$ cat src/rtl/mmt_pkg.sv
`timescale 1ns / 1ps

package mmt_pkg;

    // Lane and word geometry of the step and result words.
    localparam int LANE_W    = 8;
    localparam int NIB_W     = 4;
    localparam int WORD_W    = 64;
    localparam int ACC_W     = 32;
    localparam int POS_W     = 3;
    localparam int MAX_LANES = WORD_W / LANE_W;

    // Configuration port geometry and register map.
    localparam int APB_DATA_W = 32;
    localparam int PADDR_W    = 3;
    localparam logic REG_WEIGHT_MODE = 1'b0;

    // Weight format codes.
    localparam logic MODE_INT8 = 1'b0;
    localparam logic MODE_INT4 = 1'b1;

    // Step queue between the decoder and the accumulator array.
    localparam int Q_DEPTH = 2;
    localparam int Q_PTR_W = $clog2(Q_DEPTH);
    localparam int Q_CNT_W = $clog2(Q_DEPTH + 1);

    // One decoded K step: both operand sets as signed bytes per lane.
    typedef struct packed {
        logic [WORD_W-1:0] act;
        logic [WORD_W-1:0] wt;
        logic              last;
    } t_step;

endpackage

$ cat src/rtl/mmt_if.sv
`timescale 1ns / 1ps

// Step channel: one K step of activations and weights.
interface mmt_in_if;
    logic        valid;
    logic        ready;
    logic [63:0] activation_lanes;
    logic [63:0] weight_lanes;
    logic        last_step;

    modport source (output valid, output activation_lanes, output weight_lanes,
                    output last_step, input ready);
    modport sink   (input valid, input activation_lanes, input weight_lanes,
                    input last_step, output ready);
endinterface


$ cat src/rtl/mmt_front.sv
`timescale 1ns / 1ps

module mmt_front #(
    parameter int TILE = 8
) (
    mmt_in_if.sink         i_in,
    input  logic           i_weight_mode,
    output logic           o_push_valid,
    output mmt_pkg::t_step o_push_step,
    input  logic           i_push_ready
);
    import mmt_pkg::*;

    // The word is accepted whenever the step queue has room.
    assign i_in.ready   = i_push_ready;
    assign o_push_valid = i_in.valid;
    assign o_push_step.last = i_in.last_step;

    // Unpack lanes: activations pass as bytes, weights pass as bytes or, in 4-bit mode, are sign-extended to bytes.
    for (genvar j = 0; j < MAX_LANES; j++) begin : g_lane
        if (j < TILE) begin : g_used
            logic [NIB_W-1:0] w_nib;
            assign w_nib = i_in.weight_lanes[NIB_W*j +: NIB_W];
            assign o_push_step.act[LANE_W*j +: LANE_W] =
                i_in.activation_lanes[LANE_W*j +: LANE_W];
            assign o_push_step.wt[LANE_W*j +: LANE_W] = (i_weight_mode == MODE_INT4)
                ? {{(LANE_W-NIB_W){w_nib[NIB_W-1]}}, w_nib}
                : i_in.weight_lanes[LANE_W*j +: LANE_W];
        end else begin : g_unused
            assign o_push_step.act[LANE_W*j +: LANE_W] = '0;
            assign o_push_step.wt[LANE_W*j +: LANE_W]  = '0;
        end
    end

endmodule

$ cat src/flat_wrapper.sv
// flat-port wrapper written by rule: the top's interface ports become plain ports
module mmt_front_flat import mmt_pkg::*;
#(
    parameter int TILE = 8
)
  (i_weight_mode, o_push_valid, o_push_step, i_push_ready, i_in_valid, i_in_activation_lanes, i_in_weight_lanes, i_in_last_step, i_in_ready);
  mmt_in_if i_in_i ();
  input  logic i_weight_mode;
  output logic o_push_valid;
  output mmt_pkg::t_step o_push_step;
  input  logic i_push_ready;
  input wire logic [$bits(i_in_i.valid)-1:0] i_in_valid;
  input wire logic [$bits(i_in_i.activation_lanes)-1:0] i_in_activation_lanes;
  input wire logic [$bits(i_in_i.weight_lanes)-1:0] i_in_weight_lanes;
  input wire logic [$bits(i_in_i.last_step)-1:0] i_in_last_step;
  output wire logic [$bits(i_in_i.ready)-1:0] i_in_ready;
  assign i_in_i.valid = i_in_valid;
  assign i_in_i.activation_lanes = i_in_activation_lanes;
  assign i_in_i.weight_lanes = i_in_weight_lanes;
  assign i_in_i.last_step = i_in_last_step;
  assign i_in_ready = i_in_i.ready;
  mmt_front #(.TILE(TILE)) u_core (.i_in(i_in_i), .i_weight_mode(i_weight_mode), .o_push_valid(o_push_valid), .o_push_step(o_push_step), .i_push_ready(i_push_ready));
endmodule
$ cat config.mk
export PLATFORM = sky130hd
export DESIGN_NAME = mmt_front_flat
export DESIGN_NICKNAME = d
export VERILOG_FILES = /design/src/rtl/mmt_pkg.sv /design/src/rtl/mmt_if.sv /design/src/rtl/mmt_front.sv /design/src/flat_wrapper.sv
export SDC_FILE = /design/constraint.sdc
export NUM_CORES = 1
export LEC_CHECK = 0
export BUFFER_PORTS_ARGS = -buffer_cell sky130_fd_sc_hd__buf_4
export CAP_MARGIN = 15
export CORE_AREA = 2 2 102 104
export DETAILED_ROUTE_END_ITERATION = 8
export DIE_AREA = 0 0 104 106
export PLACE_DENSITY = 0.61
export SETUP_SLACK_MARGIN = 0.3
export SYNTH_ARGS = -nofsm -noshare
export SYNTH_HDL_FRONTEND = slang
export SYNTH_SLANG_ARGS = --single-unit
$ cat constraint.sdc
create_clock -name vclk -period 1.5
set_input_delay 0.15 -clock vclk [all_inputs]
set_output_delay 0.15 -clock vclk [all_outputs]
set_load 0.02 [all_outputs]
Word level (Yosys, flattened, before mapping)
Cells that the tools add are included.

Bits in registers: 0. Latch bits: 0. Bits in writable memories: 0. Bits in read-only memories: 0. Bits of input ports: 132. Output and inout bits: 131. Logic and storage cells: 8. Memories kept: 0.

Add/subtract/negate cells: 0. Multiply operators: 0. Divide/modulo/power cells: 0. Magnitude comparators: 0. Eq/ne operators: 0. Shift-type cells: 0. Muxes and demuxes: 8. Bitwise logic cells: 0. Reduce and logical (&&, ||, !) cells: 0.

Operators with widths (count): 8-bit two-way mux (8).

Depth between registers and ports, before layout
Gate-level depths: netlist of run 1.

Depth in word-level cells: 1. Mapped depth: 3. Gate-level depth less buffers: 1.

Worst setup path after synthesis of run 1
Ideal clock, no wire load.

Path type: input -> output. Start point: in i_weight_mode. End point: out o_push_step[10] (netlist name). Data arrival time: 778 ps. Required time: 1350 ps. Slack: 572 ps. Stages on the path: 3. Path buffers: 2. Cell sequence: buf_6 > buf_12 > mux2_4.

RTL lines: from (decl) (line flat_wrapper.sv:8) `input logic i_weight_mode;`; to (decl) (line flat_wrapper.sv:10) `output mmt_pkg::t_step o_push_step;`.

==> results of run 1 <==
routing by layer:
metal  vias up  routed length (um)  track usage
met5         -                   0            0
met4         0                 161       0.0309
met3        30                 469       0.0196
met2        86                2210        0.121
met1       473                1270       0.0622
li1        492                   -            -
through the flow:
| stage | hold slack (ns) | utilization | worst slack (ns) | std cells |
|---|---|---|---|---|
| detailed placement | 0.300 | 0.203 | 0.318 | 321 |
| CTS | 0.300 | 0.203 | 0.318 | 321 |
| floorplan | 0.413 | - | 0.572 | 138 |
| global route | 0.300 | 0.204 | 0.292 | 321 |
| global placement | 0.300 | 0.203 | 0.331 | 321 |
| finish | 0.300 | 0.204 | 0.323 | 321 |
final timing paths:
check                         endpoint                       from  slack, ns
worst min-delay path  o_push_step[107]  i_in_activation_lanes[42]       0.30
worst max-delay path   o_push_step[22]              i_weight_mode       0.32
power by group through the flow:
stage	registers, W	clock network, W	logic, W
after floorplan	0	0	0.000746
after global placement	0	0	0.000796
after detailed placement	0	0	0.000805
after CTS	0	0	0.000807
after global routing	0	0	0.000839
final	0	0	0.000798
cell usage after synthesis:
| cell type | n | area [sq um] |
|---|---|---|
| buf_12 | 6 | 120 |
| buf_4 | 71 | 533 |
| buf_6 | 1 | 11.3 |
| mux2_4 | 60 | 901 |
cell families after synthesis:
kind of cell,Yosys count,share of synthesized area
buf+inv,78,0.424
mux,60,0.576
layout make-up:
type                       count  area [sq um]
timing repair buffer         125           971
fill                        1103          7960
tap                          136           170
multi-input combinational     60           901
what timing repair did:
item / 4_1_cts / 5_1_grt
setup endpoints to repair: 0 / 21
resized for setup: 0 / 1
hold buffers: 0 / 0
==> metrics.cfg, run 1 <==
[placed_design]
port_buffers = 123
placed_area_sq_um = 2030
gp_congestion = 0.727
dp_hpwl_mm = 3.57

[detailed_routing]
routed_wl_mm = 4.11
firstDrtPassIters = 4
antenna_violating_nets_post_route = 0
dr.first_iter.drc_count = 27
drc = 0
vias_per_cell = 3.37
num_vias = 1081
wl_per_cell_um = 12.8

[clock_network]
cts_setup_buffers = 0

[timing]
fin_crit_ns = 1.18
grt_setup_unrepaired = true
fin_crit_sh = 0.785
final.setup.tns_ns = 0
slew_viol_final = 0
fmax_mhz = 850
hold_viol_final = 0
worst_pin_slew_ns = 0.245
max_slew_margin = 0.836
setup_viol = 0

[setup_path]
slowest_stage = mux2_4
path_cells = buf_4, buf_16, mux2_4, buf_4
crit_fanout = 35
crit_path_start_kind = primary input
required_ns = 1.35
cp_common_cell = buf_4
path_class = in -> out
cp.depth = 4
cp.arrival_ns = 1.03
cp-end-kind = primary output
max_stage_delay_ns = 0.32
cp.buffers_inverters = 3
crit_family = buffers and inverters

[pwr]
clkPwrFrac = 0
power_w = 0.000798
ir_drop_mv = 0.111
leakage_nw = 1.11
p_per_area_nw_per_um2 = 391
power.switching_w = 0.000340
combinationalPowerShare = 1.000
p_int_w = 0.000457
pwr-share-seq = 0
p_sw_frac = 0.427

[floorplanning]
core_sq_um = 10000
dieArea_sq_um = 11000
num_rows = 37
start_util = 0.157
die_w_um = 104
dieHeight_um = 106
pin_count = 263

[worst_hold_path]
whs_path_depth = 0
min_path_type = in -> out

[logic_synthesis]
ys_seq_area_frac = 0
ys_warn_count = 0
syn_area_sq_um = 1570
synth_cell_types = 4
synth_fp_nets = 270
netlist_instances = 138
syn_area_per_cell_sq_um = 11.3

[grt]
grt_use_total = 0.0635
antenna_found_initial = 0
grt_first_pass_wirelength_mm = 5.83
grt_pass1_vias = 1053
gr-total-overflow = 0
grt_max_degree = 36

[layout]
final_cell_mix = buf_4 (123), mux2_4 (60), buf_12 (1), buf_16 (1)
clockBufferCount = 0
final_layout_size_suffix_gt1_frac = 1.00
final_nets = 319
seqCellArea_sq_um = 0
seq_cells = 0
syn_to_final_growth_pct = 30.5
antenna_cells = 0
stdcell_area_sq_um = 2040
final_common_cell = buf_4

[flow_run]
max_cap_viol_count = 0

[run_status]
outcome = finished clean

Note: power is estimated with default switching activity, not from simulation.
==> run 2, diff against run 1 <==
- clock period: 1.5 -> 1.2 ns (I/O delays scaled with it)
==> run 2 against run 1 <==
Power rose by 54%. Core utilization rose by 4.6 points. Die area did not move. First-iteration DRC count rose by 15%. Count of clock-buffer cells in the layout did not move. Worst setup slack got worse by 0.10 ns. Largest power group unchanged. Highest routed layer unchanged.
==> metrics.cfg, run 2 (synthesis results as in run 1) <==
[detailed_routing]
wl_met2_mm = 2.67  ; +21%
antenna_violating_nets_post_route = 0  ; unchanged
wl_per_cell_um = 15.0  ; +17%
dr.first_iter.drc_count = 31  ; +15%
firstDrtPassIters = 3  ; -1
drc = 0  ; unchanged
vias_per_cell = 3.46  ; +2.9%
num_vias = 1143  ; +5.7%
routed_wl_mm = 4.95  ; +20%
wl_met3_um = 488  ; +4.1%
m1WireLength_mm = 1.61  ; +27%
top_layer_used = met4

[layout]
seq_cells = 0  ; unchanged
nFillCells = 1059  ; -4.0%
multi_input_area_sq_um = 901  ; unchanged
final_nets = 328  ; +2.8%
syn_to_final_growth_pct = 59.9
clockBufferCount = 0  ; unchanged
antenna_cells = 0  ; unchanged
final_common_cell = buf_4
final_layout_size_suffix_gt1_frac = 1.00  ; unchanged
layout.cells.non_filler = 330  ; +2.8%
final_cell_mix = buf_4 (62), mux2_4 (60), buf_6 (60)
seqCellArea_sq_um = 0  ; unchanged

[timing]
final.setup.tns_ns = 0  ; unchanged
setup_viol = 0  ; unchanged
fin_crit_sh = 0.815
hold_viol_final = 0  ; unchanged
worst_pin_slew_ns = 0.0988  ; -0.147 ns
max_slew_margin = 0.934  ; +0.0977
grt_setup_unrepaired = true
whs_ns = 0.240  ; -0.0600 ns
slew_viol_final = 0  ; unchanged
fmax_mhz = 1020
fin_crit_ns = 0.978

[placed_design]
dp_hpwl_mm = 3.60  ; +0.60%
gp_congestion = 0.737  ; +1.5%
port_buffers = 123  ; unchanged
dp_cells = 323  ; +0.62%

[setup_path]
slowest_stage = mux2_4
crit_path_start_kind = primary input
max_stage_delay_ns = 0.30  ; -0.02 ns
path_cells = buf_16, clkbuf_16, mux2_4, buf_6
path_class = in -> out
cp.arrival_ns = 0.86  ; -0.17 ns
cp-end-kind = primary output
crit_fanout = 6  ; -83%
required_ns = 1.08  ; -0.27 ns

[grt]
grt_pass1_vias = 1224  ; +16%
gr-total-overflow = 0  ; unchanged
grt_use_total = 0.0725  ; +0.00907
grt_max_degree = 14  ; -61%
grt_first_pass_wirelength_mm = 6.57  ; +13%
antenna_found_initial = 0  ; unchanged

[run_status]
outcome = finished clean

[worst_hold_path]
min_path_type = in -> out

[floorplanning]
pin_count = 263  ; unchanged
dieArea_sq_um = 11000  ; unchanged
dieHeight_um = 106  ; unchanged
num_rows = 37  ; unchanged
die_w_um = 104  ; unchanged
start_util = 0.157  ; unchanged
core_sq_um = 10000  ; unchanged

[pwr]
leakage_nw = 1.29  ; +17%
p_per_area_nw_per_um2 = 491  ; +26%
ir_drop_mv = 0.150  ; +36%

[flow_run]
max_cap_viol_count = 0  ; unchanged

[clock_network]
cts_setup_buffers = 0  ; unchanged

[run 2: final timing paths]
check                                     start  slack [ns]          endpoint  depth (start not counted)
worst max-delay path              i_weight_mode        0.22   o_push_step[54]                          4
worst min-delay path  i_in_activation_lanes[42]        0.24  o_push_step[107]                          0
[run 2: per-layer routing]
layer  track usage  up-vias
li1              -      511
met1        0.0700      511
met2         0.141       89
met3        0.0208       32
met4        0.0338        0
met5             0        -
[run 2: layout make-up]
class              instances  area share
multi-input cells         60       0.360
well taps                136      0.0680
repair buffers           134       0.572
[run 2: where the power goes]
group	total (W)	internal (W)	leakage [nW]	switching [W]
clock network	0	0	0	0
registers	0	0	0	0
logic	0.00123	0.000744	1.29	0.000484
total	0.00123	0.000744	1.29	0.000484
[run 2: critical path: cells and delay by family]
family   cells  cell delay, ns
mux          1            0.30
buf+inv      3            0.43
[run 2: through the flow]
| step | area [sq um] | setup WS, ns | utilization | total power (W) |
|---|---|---|---|---|
| floorplan | 1570 | 0.332 | - | 0.000932 |
| global placement | 2050 | 0.112 | 0.205 | 0.00100 |
| detailed placement | 2050 | 0.105 | 0.205 | 0.00101 |
| CTS | 2210 | 0.171 | 0.221 | 0.00109 |
| global route | 2500 | 0.208 | 0.250 | 0.00128 |
| finish | 2500 | 0.222 | 0.250 | 0.00123 |
[run 2: what timing repair did]
action                     4_1_cts  5_1_grt
gates resized for setup         22       51
setup endpoints to repair       60       60
cloned                           3        4
hold buffers                     0        0
