## src/rtl/mmt_pkg.sv

```systemverilog
`timescale 1ns / 1ps

package mmt_pkg;

    // Lane and word geometry of the step and result words.
    localparam int LANE_W    = 8;
    localparam int NIB_W     = 4;
    localparam int WORD_W    = 64;
    localparam int ACC_W     = 32;
    localparam int POS_W     = 3;
    localparam int MAX_LANES = WORD_W / LANE_W;

    // Configuration port geometry and register map.
    localparam int APB_DATA_W = 32;
    localparam int PADDR_W    = 3;
    localparam logic REG_WEIGHT_MODE = 1'b0;

    // Weight format codes.
    localparam logic MODE_INT8 = 1'b0;
    localparam logic MODE_INT4 = 1'b1;

    // Step queue between the decoder and the accumulator array.
    localparam int Q_DEPTH = 2;
    localparam int Q_PTR_W = $clog2(Q_DEPTH);
    localparam int Q_CNT_W = $clog2(Q_DEPTH + 1);

    // One decoded K step: both operand sets as signed bytes per lane.
    typedef struct packed {
        logic [WORD_W-1:0] act;
        logic [WORD_W-1:0] wt;
        logic              last;
    } t_step;

endpackage

```

## src/rtl/mmt_queue.sv

```systemverilog
`timescale 1ns / 1ps

module mmt_queue (
    input  logic           i_clk,
    input  logic           i_rst_n,
    input  logic           i_push_valid,
    input  mmt_pkg::t_step i_push_step,
    output logic           o_push_ready,
    output logic           o_pop_valid,
    output mmt_pkg::t_step o_pop_step,
    input  logic           i_pop_ready
);
    import mmt_pkg::*;

    t_step              r_mem [Q_DEPTH];
    logic [Q_PTR_W-1:0] r_wptr;
    logic [Q_PTR_W-1:0] r_rptr;
    logic [Q_CNT_W-1:0] r_count;
    logic               w_push;
    logic               w_pop;

    assign o_push_ready = (r_count != Q_CNT_W'(Q_DEPTH));
    assign o_pop_valid  = (r_count != '0);
    assign o_pop_step   = r_mem[r_rptr];
    assign w_push       = i_push_valid && o_push_ready;
    assign w_pop        = o_pop_valid && i_pop_ready;

    // Storage for queued steps.
    always_ff @(posedge i_clk) begin
        if (w_push) begin
            r_mem[r_wptr] <= i_push_step;
        end
    end

    // Pointers and fill level.
    always_ff @(posedge i_clk) begin
        if (!i_rst_n) begin
            r_wptr  <= '0;
            r_rptr  <= '0;
            r_count <= '0;
        end else begin
            if (w_push) begin
                r_wptr <= r_wptr + 1'b1;
            end
            if (w_pop) begin
                r_rptr <= r_rptr + 1'b1;
            end
            if (w_push && !w_pop) begin
                r_count <= r_count + 1'b1;
            end else if (w_pop && !w_push) begin
                r_count <= r_count - 1'b1;
            end
        end
    end

endmodule

```

## config.mk

```make
export PLATFORM = sky130hd
export DESIGN_NAME = mmt_queue
export DESIGN_NICKNAME = d
export VERILOG_FILES = /design/src/rtl/mmt_pkg.sv /design/src/rtl/mmt_queue.sv
export SDC_FILE = /design/constraint.sdc
export NUM_CORES = 1
export LEC_CHECK = 0
export BUFFER_PORTS_ARGS = -buffer_cell sky130_fd_sc_hd__buf_2
export CORE_AREA = 2 2 127 178
export CTS_CLUSTER_SIZE = 14
export DETAILED_ROUTE_END_ITERATION = 10
export DIE_AREA = 0 0 129 180
export PLACE_DENSITY = 0.8
export SYNTH_ARGS = -nofsm -noshare
export SYNTH_HDL_FRONTEND = slang
export SYNTH_SLANG_ARGS = --single-unit
```

## constraint.sdc

```tcl
create_clock -name i_clk -period 4.02 [get_ports i_clk]
set_input_delay 0.201 -clock i_clk [delete_from_list [all_inputs] [get_ports i_clk]]
set_output_delay 0.201 -clock i_clk [all_outputs]
set_load 0.03 [all_outputs]
```

## After elaboration in Yosys (flattened, before gate mapping)

Memory sizes are Yosys's and may differ from the RTL's. A register that Yosys moved wholly into a read port is not among the register bits.
Index checks and enable logic that the tools add are counted.

| storage, ports and cells | value |
|---|---|
| input port bits | 133 |
| bits in registers | 4 |
| output and inout bits | 131 |
| memories kept | 1 |
| bits in writable memories | 258 |

Memory list:

| name | words | width | rd ports | clocked after memory_dff | wr ports | RTL line | source |
|---|---|---|---|---|---|---|---|
| r_mem | 2 | 129 | 1 | 1 | 1 | mmt_queue.sv:15 | `t_step r_mem [Q_DEPTH];` |

| cells by class | value |
|---|---|
| add/sub/neg operators | 4 |
| mux-type cells | 6 |
| equality and inequality tests | 1 |
| reductions and logical operators | 8 |

Operator list:

| kind | count |
|---|---|
| $logic_and 1x1->1 | 4 |
| $mux 1 | 4 |
| $mux 2 | 2 |
| $reduce_bool 2->1 | 2 |
| $add 1x1->1 const B | 2 |
| $add 2x1->2 const B | 1 |
| $logic_not 1->1 | 2 |
| $ne 2x2->1 const B | 1 |
| $sub 2x1->2 const B | 1 |

## Longest topological paths before layout

Gate-level depths: netlist of the first run.

| depth | value |
|---|---|
| depth after elaboration | 6 |
| mapped depth | 6 |
| mapped depth without buffers | 6 |

## Worst setup path after synthesis of the first run

No wires, ideal clock.

| timing | value |
|---|---|
| kind | register to register |
| start point | register r_count[0] |
| end point | memory r_mem[1][0] (netlist name) (enable) |
| stages on the path, launching flop included | 3 |
| clock period less this slack | 4.157 ns |
| required time | 3.516 ns |
| setup time | 0.504 ns |
| slack | -0.137 ns |
| arrival | 3.653 ns |
| cells stage by stage | dfxtp_1 -> nand2b_4 -> and3_1 |

| between the ends | value |
|---|---|
| cells in the longest elaborated chain, start to end | 4 |

RTL lines:

| element | RTL line | source |
|---|---|---|
| from (decl) | mmt_queue.sv:18 | `logic [Q_CNT_W-1:0] r_count;` |
| from (signal assigned) | mmt_queue.sv:49 | `r_count <= r_count + 1'b1;` |
| from (signal assigned) | mmt_queue.sv:51 | `r_count <= r_count - 1'b1;` |
| $ne 2x2->1 | mmt_queue.sv:22 | `assign o_push_ready = (r_count != Q_CNT_W'(Q_DEPTH));` |
| net o_push_ready | mmt_queue.sv:8 | `output logic o_push_ready,` |
| $logic_and 1x1->1 | mmt_queue.sv:25 | `assign w_push = i_push_valid && o_push_ready;` |
| $mux 1 | mmt_queue.sv:30 | `if (w_push) begin` |
| $mux 1 (implied by the code) | mmt_queue.sv:31 | `r_mem[r_wptr] <= i_push_step;` |
| to (decl) | mmt_queue.sv:15 |  |

The timed path passes the listed nets, and every way through them passes these cells.

==> out/qor.txt, run 1 <==
status: finished, final reports clean
die width: 129 um
Setup Crit Path Kind: register to primary output
CP arrival: 2.45 ns
Hold Path Class: input port to register
global-route wire length before repair: 30,200 um
Routed Antenna Nets: 0
Required @ worst endpoint: 3.82 ns
initial core utilization: 44.2%
CP cell instances: buf_12, mux2_2, buf_2
Least-Margin Pin Slew: 0.847 ns
r2r setup slk: 1.97 ns
Worst R2R Path Depth: 3
CTS tree: yes
latest clock arrival within the worst-skew pair: 0.51 ns
share of layout cells above drive strength 1: 50.7%
Power per Cell Area: 611 mW/mm2
Synth cell types: 21
pin count of the biggest net entering global routing: 72
vias: 5,414
syn_nets: 559
Worst slew margin: 43.6%
register area share after synthesis: 81.9%
CTS root buffer: clkbuf_16
setup TNS: 0 ns
post_cts resized: 0
number of fill cells: 1,511
Ports: 264
final number of setup-violating endpoints: 0
fin crit period: 2.65 ns
Slowest-stage cell, CP: dfxtp_4
die area: 0.0232 mm2
Final Hold Vio Count: 0
Total Routing Usage GR: 16.7%
diode count: 0
Reg area: 0.00785 mm2
core area: 0.0217 mm2
DRC viols: 0
DIE HEIGHT: 180 um
FF-to-FF Start: r_count[0]$_SDFFE_PN0P_
Area Growth Syn to Fin: 37.8%
post-route clock period utilization: 66.0%
Slew Limit Fails: 0
source of the worst hold timing path: i_push_valid
Row Count: 64
Hold Worst Slack: 0.0471 ns
Sink Count: 263
vias in the first global route: 5,930
Max Freq: 0.377 GHz
router iterations before antenna repair: 4
postcts setup bufs: 0
Max Cap Viol: 0
leakage power: 4.93 nW
initial antenna violation count: 0
DP HPWL: 11,700 um
Syn Area/Cell: 22.6 um2
GRT overflow: 0
wire length per cell: 17.6 um
Reg clk slew, reported paths: 0.06 ns
Total Routed Length: 20,200 um
Post-Syn Area: 0.00959 mm2
Clock Skew: 0.00975 ns
Yosys reg bits: 263
area of the multi-input gates: 0.00160 mm2
Worst setup SP type: register
fin nets: 969
Crit. End Element: primary output
Max IR drop VDD: 0.412 mV
crit-path max cell delay: 0.85 ns
Worst Hold Depth: 3
TritonCTS Buffers: 24
htree depth: 1
DRT iter0 DRCs: 288
maximum clock insertion buffer count: 3
Post-Synthesis Cells: 425
Max FO, Critical Path: 71
YS warnings: 0
Final GP Congestion: 0.742
DR vias/cell: 4.72
IO buf count: 263
unrepaired setup endpoints after global routing: false
==> worst max-delay path: cells and delay by family (launching register included) <==
kind | cells | cell delay (ns)
mux | 1 | 0.40
buf+inv | 2 | 0.58
flops | 1 | 0.85
==> metrics by stage <==
stage / cells / total power [mW] / worst slack, ns / utilization, % / cell area [um2]
floorplan: 425 / 5.39 / 0.323 / - / 9590
global placement: 976 / 5.95 / 1.88 / 51.7 / 11200
detailed placement: 976 / 5.99 / 1.87 / 51.7 / 11200
CTS: 1147 / 8.13 / 1.32 / 60.9 / 13200
global route: 1147 / 8.40 / 1.24 / 60.9 / 13200
finish: 1147 / 8.07 / 1.37 / 60.9 / 13200
==> metal layers <==
metal / share of wire [%] / global-route usage, % / vias to the layer above
met5: 0 / 0 / -
met4: 4.2 / 7.48 / 0
met3: 6.1 / 3.99 / 58
met2: 54 / 31.6 / 204
met1: 35 / 17.0 / 2644
li1: - / - / 2508
==> cells in the mapped netlist <==
library cell | instances | share of area, %
a21boi_0 | 1 | 0.078
xnor2_1 | 2 | 0.18
buf_4 | 2 | 0.16
or2_2 | 1 | 0.065
o21ai_1 | 1 | 0.052
and3_1 | 1 | 0.065
or3_1 | 1 | 0.065
ha_1 | 1 | 0.13
nand3b_1 | 1 | 0.078
xor2_1 | 1 | 0.091
a21boi_1 | 1 | 0.078
and2_1 | 4 | 0.26
edfxtp_1 | 258 | 81
o21ai_0 | 1 | 0.052
buf_2 | 1 | 0.052
dfxtp_1 | 5 | 1.0
a21bo_2 | 1 | 0.10
inv_1 | 1 | 0.039
buf_6 | 11 | 1.3
nand2b_4 | 1 | 0.14
mux2_2 | 129 | 15
==> report_power, final <==
part / internal (mW) / switching [mW] / total, mW
sequential: 3.43 / 0.168 / 3.59
combinational: 0.905 / 1.53 / 2.44
clock: 1.13 / 0.914 / 2.04
==> cell type report <==
| class | instances | share of cell area [%] |
|---|---|---|
| flip-flops and latches | 263 | 59.4 |
| repair buffers | 398 | 20.4 |
| clock buffers | 31 | 4.91 |
| multi-input cells | 147 | 12.1 |
| clock inverters | 10 | 0.332 |
| inverters | 1 | 0.0474 |
| well taps | 297 | 2.81 |
==> layout by cell type (no fill, tap or decap), types with 2 or more instances in the layout <==
cell type	netlist	routed
and2_1	4	4
buf_12	0	3
buf_2	1	263
buf_4	2	2
clkbuf_1	0	6
clkbuf_16	0	25
clkinv_1	0	7
clkinv_2	0	2
dfxtp_1	5	4
dlygate4sd3_1	0	130
edfxtp_1	258	258
mux2_2	129	129
xnor2_1	2	2
==> flip-flops by register name, summed over array words and instances (netlist names), named ones only <==
register  cells
r_count       2
r_mem       258
r_rptr        1
r_wptr        1
==> cell families after synthesis <==
kind of cell    share of synthesized area (%)
xor+xnor                                0.274
simple gates                            0.679
flops                                    81.9
mux                                      15.2
buf+inv                                  1.54
compound gates                          0.365
fa+ha+maj                               0.130
==> final timing paths <==
check | end
min reg2reg | r_count[1]$_SDFFE_PN0P_
min | r_wptr$_SDFFE_PN0P_
max reg2reg | r_mem[1][64]$_DFFE_PP_
max | o_pop_step[73]
==> repair_timing <==
action                                 4_1_cts  5_1_grt
hold buffers                               130        0
setup endpoints to repair                    0        0
endpoints found under the hold margin      263        0
No activity file was read; power rests on OpenSTA's default activity.
==> run 2, diff against run 1 <==
Clock period 4.02 ns to 2.29 ns, I/O delays scaled along.
==> run 2 against run 1 <==
Sequential share of layout area decreased by 0.20 points. Clock skew decreased by 0.0029 ns. Sequential power increased by 72%. Clock power increased by 75%. Largest power group unchanged. Final cell count unchanged. Routed wire length increased by 2.0%. First-iteration DRC count decreased by 5.9%. Critical endpoint is now o_pop_step[107]. Via count increased by 1.1%. Flip-flop and latch count unchanged. Worst setup slack got worse by 1.0 ns. Power increased by 76%.
==> out/qor.txt, run 2 (same netlist as run 1, synthesis figures left out) <==
commonest non-fill, non-tap cell in the layout: buf_2
CTS tree: yes
Total Routing Usage GR: 17.3%
pin count of the biggest net entering global routing: 70
initial antenna violation count: 0
Max Freq: 0.508 GHz
Required @ worst endpoint: 2.18 ns
global-route wire length before repair: 31,200 um
unrepaired setup endpoints after global routing: false
fin nets: 971
most frequent cells in the layout: buf_2 (263), edfxtp_1 (258), dlygate4sd3_1 (131)
initial core utilization: 44.2%
post-route clock period utilization: 85.9%
r2r setup slk: 0.70 ns
Total Routed Length: 20,600 um
vias: 5,471
Reg clk slew, reported paths: 0.06 ns
wire length per cell: 18.0 um
Row Count: 64
Area Growth Syn to Fin: 38.3%
pre-CTS setup slack: 0.743 ns
Final Hold Vio Count: 0
worst path bufs/invs: 2
setup TNS: 0 ns
setup ws final: 0.323 ns
Slew Limit Fails: 0
Overall Power: 14.2 mW
critical path's top delay family: buffers and inverters
Max FO, Critical Path: 69
IO buf count: 263
diode count: 0
Crit. End Element: primary output
share of layout cells above drive strength 1: 50.8%
die width: 129 um
final number of setup-violating endpoints: 0
Worst setup SP type: register
Reg with most FFs: r_mem
max reg flops: 258
Least-Margin Pin Slew: 0.408 ns
Max Cap Viol: 0
Power per Cell Area: 1070 mW/mm2
Sink Count: 263
DIE HEIGHT: 180 um
Final GP Congestion: 0.751
Max IR drop VDD: 0.895 mV
die area: 0.0232 mm2
postcts setup bufs: 0
CTS root buffer: clkbuf_16
top flop regs: r_mem (258), r_count (2)
DRT iter0 DRCs: 271
TritonCTS Buffers: 24
core area: 0.0217 mm2
Worst slew margin: 72.8%
latest clock arrival within the worst-skew pair: 0.51 ns
Util after Layout: 61.1%
leakage power: 4.94 nW
Setup Crit Path Kind: register to primary output
fin cells: 1,147
Routed Antenna Nets: 0
crit-path max cell delay: 0.41 ns
Hold-fix buffers, CTS: 131
htree depth: 1
Slowest-stage cell, CP: mux2_2
maximum clock insertion buffer count: 3
GRT overflow: 0
DR vias/cell: 4.77
fin crit period: 1.97 ns
Ports: 264
status: finished, final reports clean
CP arrival: 1.85 ns
Hold Path Class: input port to register
post_cts resized: 0
Clock Skew: 0.00682 ns
router iterations before antenna repair: 4
DP HPWL: 11,300 um
placed cells: 977
vias in the first global route: 6,025
CP cell instances: buf_12, mux2_2, buf_2
DRC viols: 0
==> run 2: cell count changes in the layout (fill, tap and decap cells not counted), sizes merged <==
cell         change
clkbuf           +3
clkinv           -4
buf              +1
dlygate4sd3      +1
inv              -1
==> run 2: final timing paths <==
check / startpoint / depth (start not counted) / end
max: register / 3 / o_pop_step[107]
min: i_pop_ready / 4 / r_rptr$_SDFFE_PN0P_
min reg2reg: r_rptr$_SDFFE_PN0P_ / 2 / r_rptr$_SDFFE_PN0P_
max reg2reg: r_count[1]$_SDFFE_PN0P_ / 5 / r_count[1]$_SDFFE_PN0P_
==> run 2: power breakdown <==
part | switching [mW] | internal, mW | total (mW)
registers | 0.160 | 6.01 | 6.17
clock network | 1.57 | 1.98 | 3.56
logic | 2.84 | 1.63 | 4.47
==> run 2: cell type report <==
class / count / area, um2
clock inverters: 5 / 21.3
well taps: 297 / 372
inverters: 1 / 7.51
clock buffers: 34 / 659
flip-flops and latches: 263 / 7850
repair buffers: 400 / 2750
multi-input cells: 147 / 1600
fillers: 1520 / 8440
==> run 2: tightest hold or removal path, cell delays in order <==
cell	delay [ns]
buf_2	0.07
o21ai_1	0.09
xnor2_1	0.16
and2_1	0.11
==> run 2: per-stage QoR <==
stage               instance area [um2]  hold WS [ns]
CTS                               13300        0.0513
global placement                  11300         0.302
detailed placement                11300         0.306
global route                      13300         0.124
finish                            13300        0.0768
floorplan                          9590         0.213
==> run 2: per-layer routing <==
metal | GRT usage [%] | part of all wire (%) | vias up
met5 | 0 | 0 | -
met4 | 7.48 | 4.0 | 0
met3 | 4.20 | 7.2 | 64
met2 | 32.1 | 54 | 222
met1 | 18.2 | 35 | 2680
li1 | - | - | 2505
==> run 3, diff against run 2 <==
Settings changed: PLACE_DENSITY 0.8 to 0.77.
Clock period 2.29 ns to 2.05 ns, I/O delays scaled along.
==> run 3 against run 2 <==
Non-clock buffer count is 1 higher. Critical endpoint is now o_pop_step[65]. Via count rose by 0.29%. Critical path depth unchanged. Largest cell class unchanged. Power grew 14%.
==> out/qor.txt, run 3 (same netlist as run 1, synthesis figures left out) <==
GRT overflow: 0
router iterations before antenna repair: 6
commonest non-fill, non-tap cell in the layout: buf_2
Max IR drop VDD: 0.930 mV
Clock power frac: 26.3%
Crit. End Element: primary output
Worst slew margin: 73.0%
DRT iter0 DRCs: 276
wire length per cell: 17.9 um
TritonCTS Buffers: 24
Area Growth Syn to Fin: 39.1%
Least-Margin Pin Slew: 0.405 ns
post_cts resized: 0
Power per Cell Area: 1210 mW/mm2
Worst Hold Depth: 4
IO buf count: 263
Max Cap Viol: 0
DRC viols: 0
worst r2r dst: r_mem[0][77]$_DFFE_PP_
critical path's top delay family: buffers and inverters
Reg with most FFs: r_mem
unrepaired setup endpoints after global routing: false
Row Count: 64
FF-to-FF Start: r_count[0]$_SDFFE_PN0P_
Max FO, Critical Path: 67
Overall Power: 16.2 mW
Clock Skew: 0.00932 ns
max reg flops: 258
fin cells: 1,153
Ports: 264
CTS root buffer: clkbuf_16
final number of setup-violating endpoints: 0
CP cell instances: buf_12, mux2_2, buf_2
Flop pwr share: 42.6%
Reg clk slew, reported paths: 0.07 ns
crit-path max cell delay: 0.39 ns
switching power: 5.18 mW
CP arrival: 1.84 ns
vias in the first global route: 5,951
Slowest-stage cell, CP: mux2_2
post-route clock period utilization: 94.7%
htree depth: 1
leakage power: 4.98 nW
Hold Path Class: input port to register
switching share of power: 32.0%
die area: 0.0232 mm2
source of the worst hold timing path: i_pop_ready
global-route wire length before repair: 30,700 um
maximum clock insertion buffer count: 3
area of the multi-input gates: 0.00160 mm2
top flop regs: r_mem (258), r_count (2)
vias: 5,487
Total Routed Length: 20,600 um
fin nets: 972
Final Hold Vio Count: 0
DP HPWL: 11,900 um
Worst setup SP type: register
Logic pwr share: 31.1%
Required @ worst endpoint: 1.95 ns
fin crit period: 1.94 ns
most frequent cells in the layout: buf_2 (263), edfxtp_1 (258), dlygate4sd3_1 (131)
Final GP Congestion: 0.761
initial antenna violation count: 4
pin count of the biggest net entering global routing: 68
Slew Limit Fails: 0
core area: 0.0217 mm2
CTS tree: yes
DIE HEIGHT: 180 um
Int Pwr: 11.0 mW
die width: 129 um
Routed Antenna Nets: 0
Total Routing Usage GR: 17.1%
Sink Count: 263
status: finished, final reports clean
r2r setup slk: 0.40 ns
postcts setup bufs: 0
number of fill cells: 1,576
initial core utilization: 44.2%
Setup Crit Path Kind: register to primary output
latest clock arrival within the worst-skew pair: 0.51 ns
placed cells: 978
DR vias/cell: 4.76
Hold-fix buffers, CTS: 131
Max Freq: 0.515 GHz
share of layout cells above drive strength 1: 51.2%
worst path bufs/invs: 2
Reg area: 0.00785 mm2
Worst R2R Path Depth: 4
[run 3: how the worst max path moves through the flow]
stage / startpoint / depth (start not counted) / end / slack, ns
after CTS: register / 3 / o_pop_step[98] / 0.08
after floorplan: r_count[0]$_SDFFE_PN0P_ / 3 / r_mem[0][0]$_DFFE_PP_ / -0.94
after global routing: register / 3 / o_pop_step[81] / 0.04
after detailed placement: r_count[0]$_SDFFE_PN0P_ / 4 / r_mem[0][36]$_DFFE_PP_ / 0.38
after global placement: r_count[0]$_SDFFE_PN0P_ / 4 / r_mem[0][36]$_DFFE_PP_ / 0.45
final: register / 3 / o_pop_step[65] / 0.11
[run 3: through the flow]
stage	hold slack (ns)	TNS (ns)	area (um2)	utilization (%)	setup WS [ns]
floorplan	0.201	-195.32	9590	-	-0.935
global placement	0.290	0	11300	51.9	0.452
detailed placement	0.293	0	11300	51.9	0.380
CTS	0.0710	0	13300	61.4	0.0801
global route	0.104	0	13300	61.4	0.0391
finish	0.0845	0	13300	61.4	0.108
[run 3: cell type report]
class,count,area share [%]
antenna,4,0.0751
clock buffer,31,4.86
clock inverter,9,0.676
inverter,1,0.0563
multi-input combinational,147,12.0
sequential,263,58.9
tap,297,2.79
timing repair buffer,401,20.7
[run 3: tightest hold or removal path: cells and delay by family]
kind,cells,cell delay [ns]
buffers and inverters,1,0.08
AO/OA/AOI/OAI,1,0.09
AND/OR/NAND/NOR,1,0.12
XOR/XNOR,1,0.17
[run 3: power by group through the flow]
stage          logic, mW  registers, mW  clock network, mW
3_5_place_dp        4.82           7.00                  0
2_1_floorplan       3.57           6.98                  0
5_1_grt             5.30           6.95               4.54
4_1_cts             5.03           6.88               4.36
6_report            5.03           6.90               4.26
3_3_place_gp        4.78           6.95                  0
[run 3: routing by layer]
metal	track usage (%)	vias to the layer above	routed length, um
met1	17.4	2701	7260
met2	32.6	212	11300
met3	4.17	47	1350
met4	6.70	0	650
met5	0	-	0
li1	-	2527	-
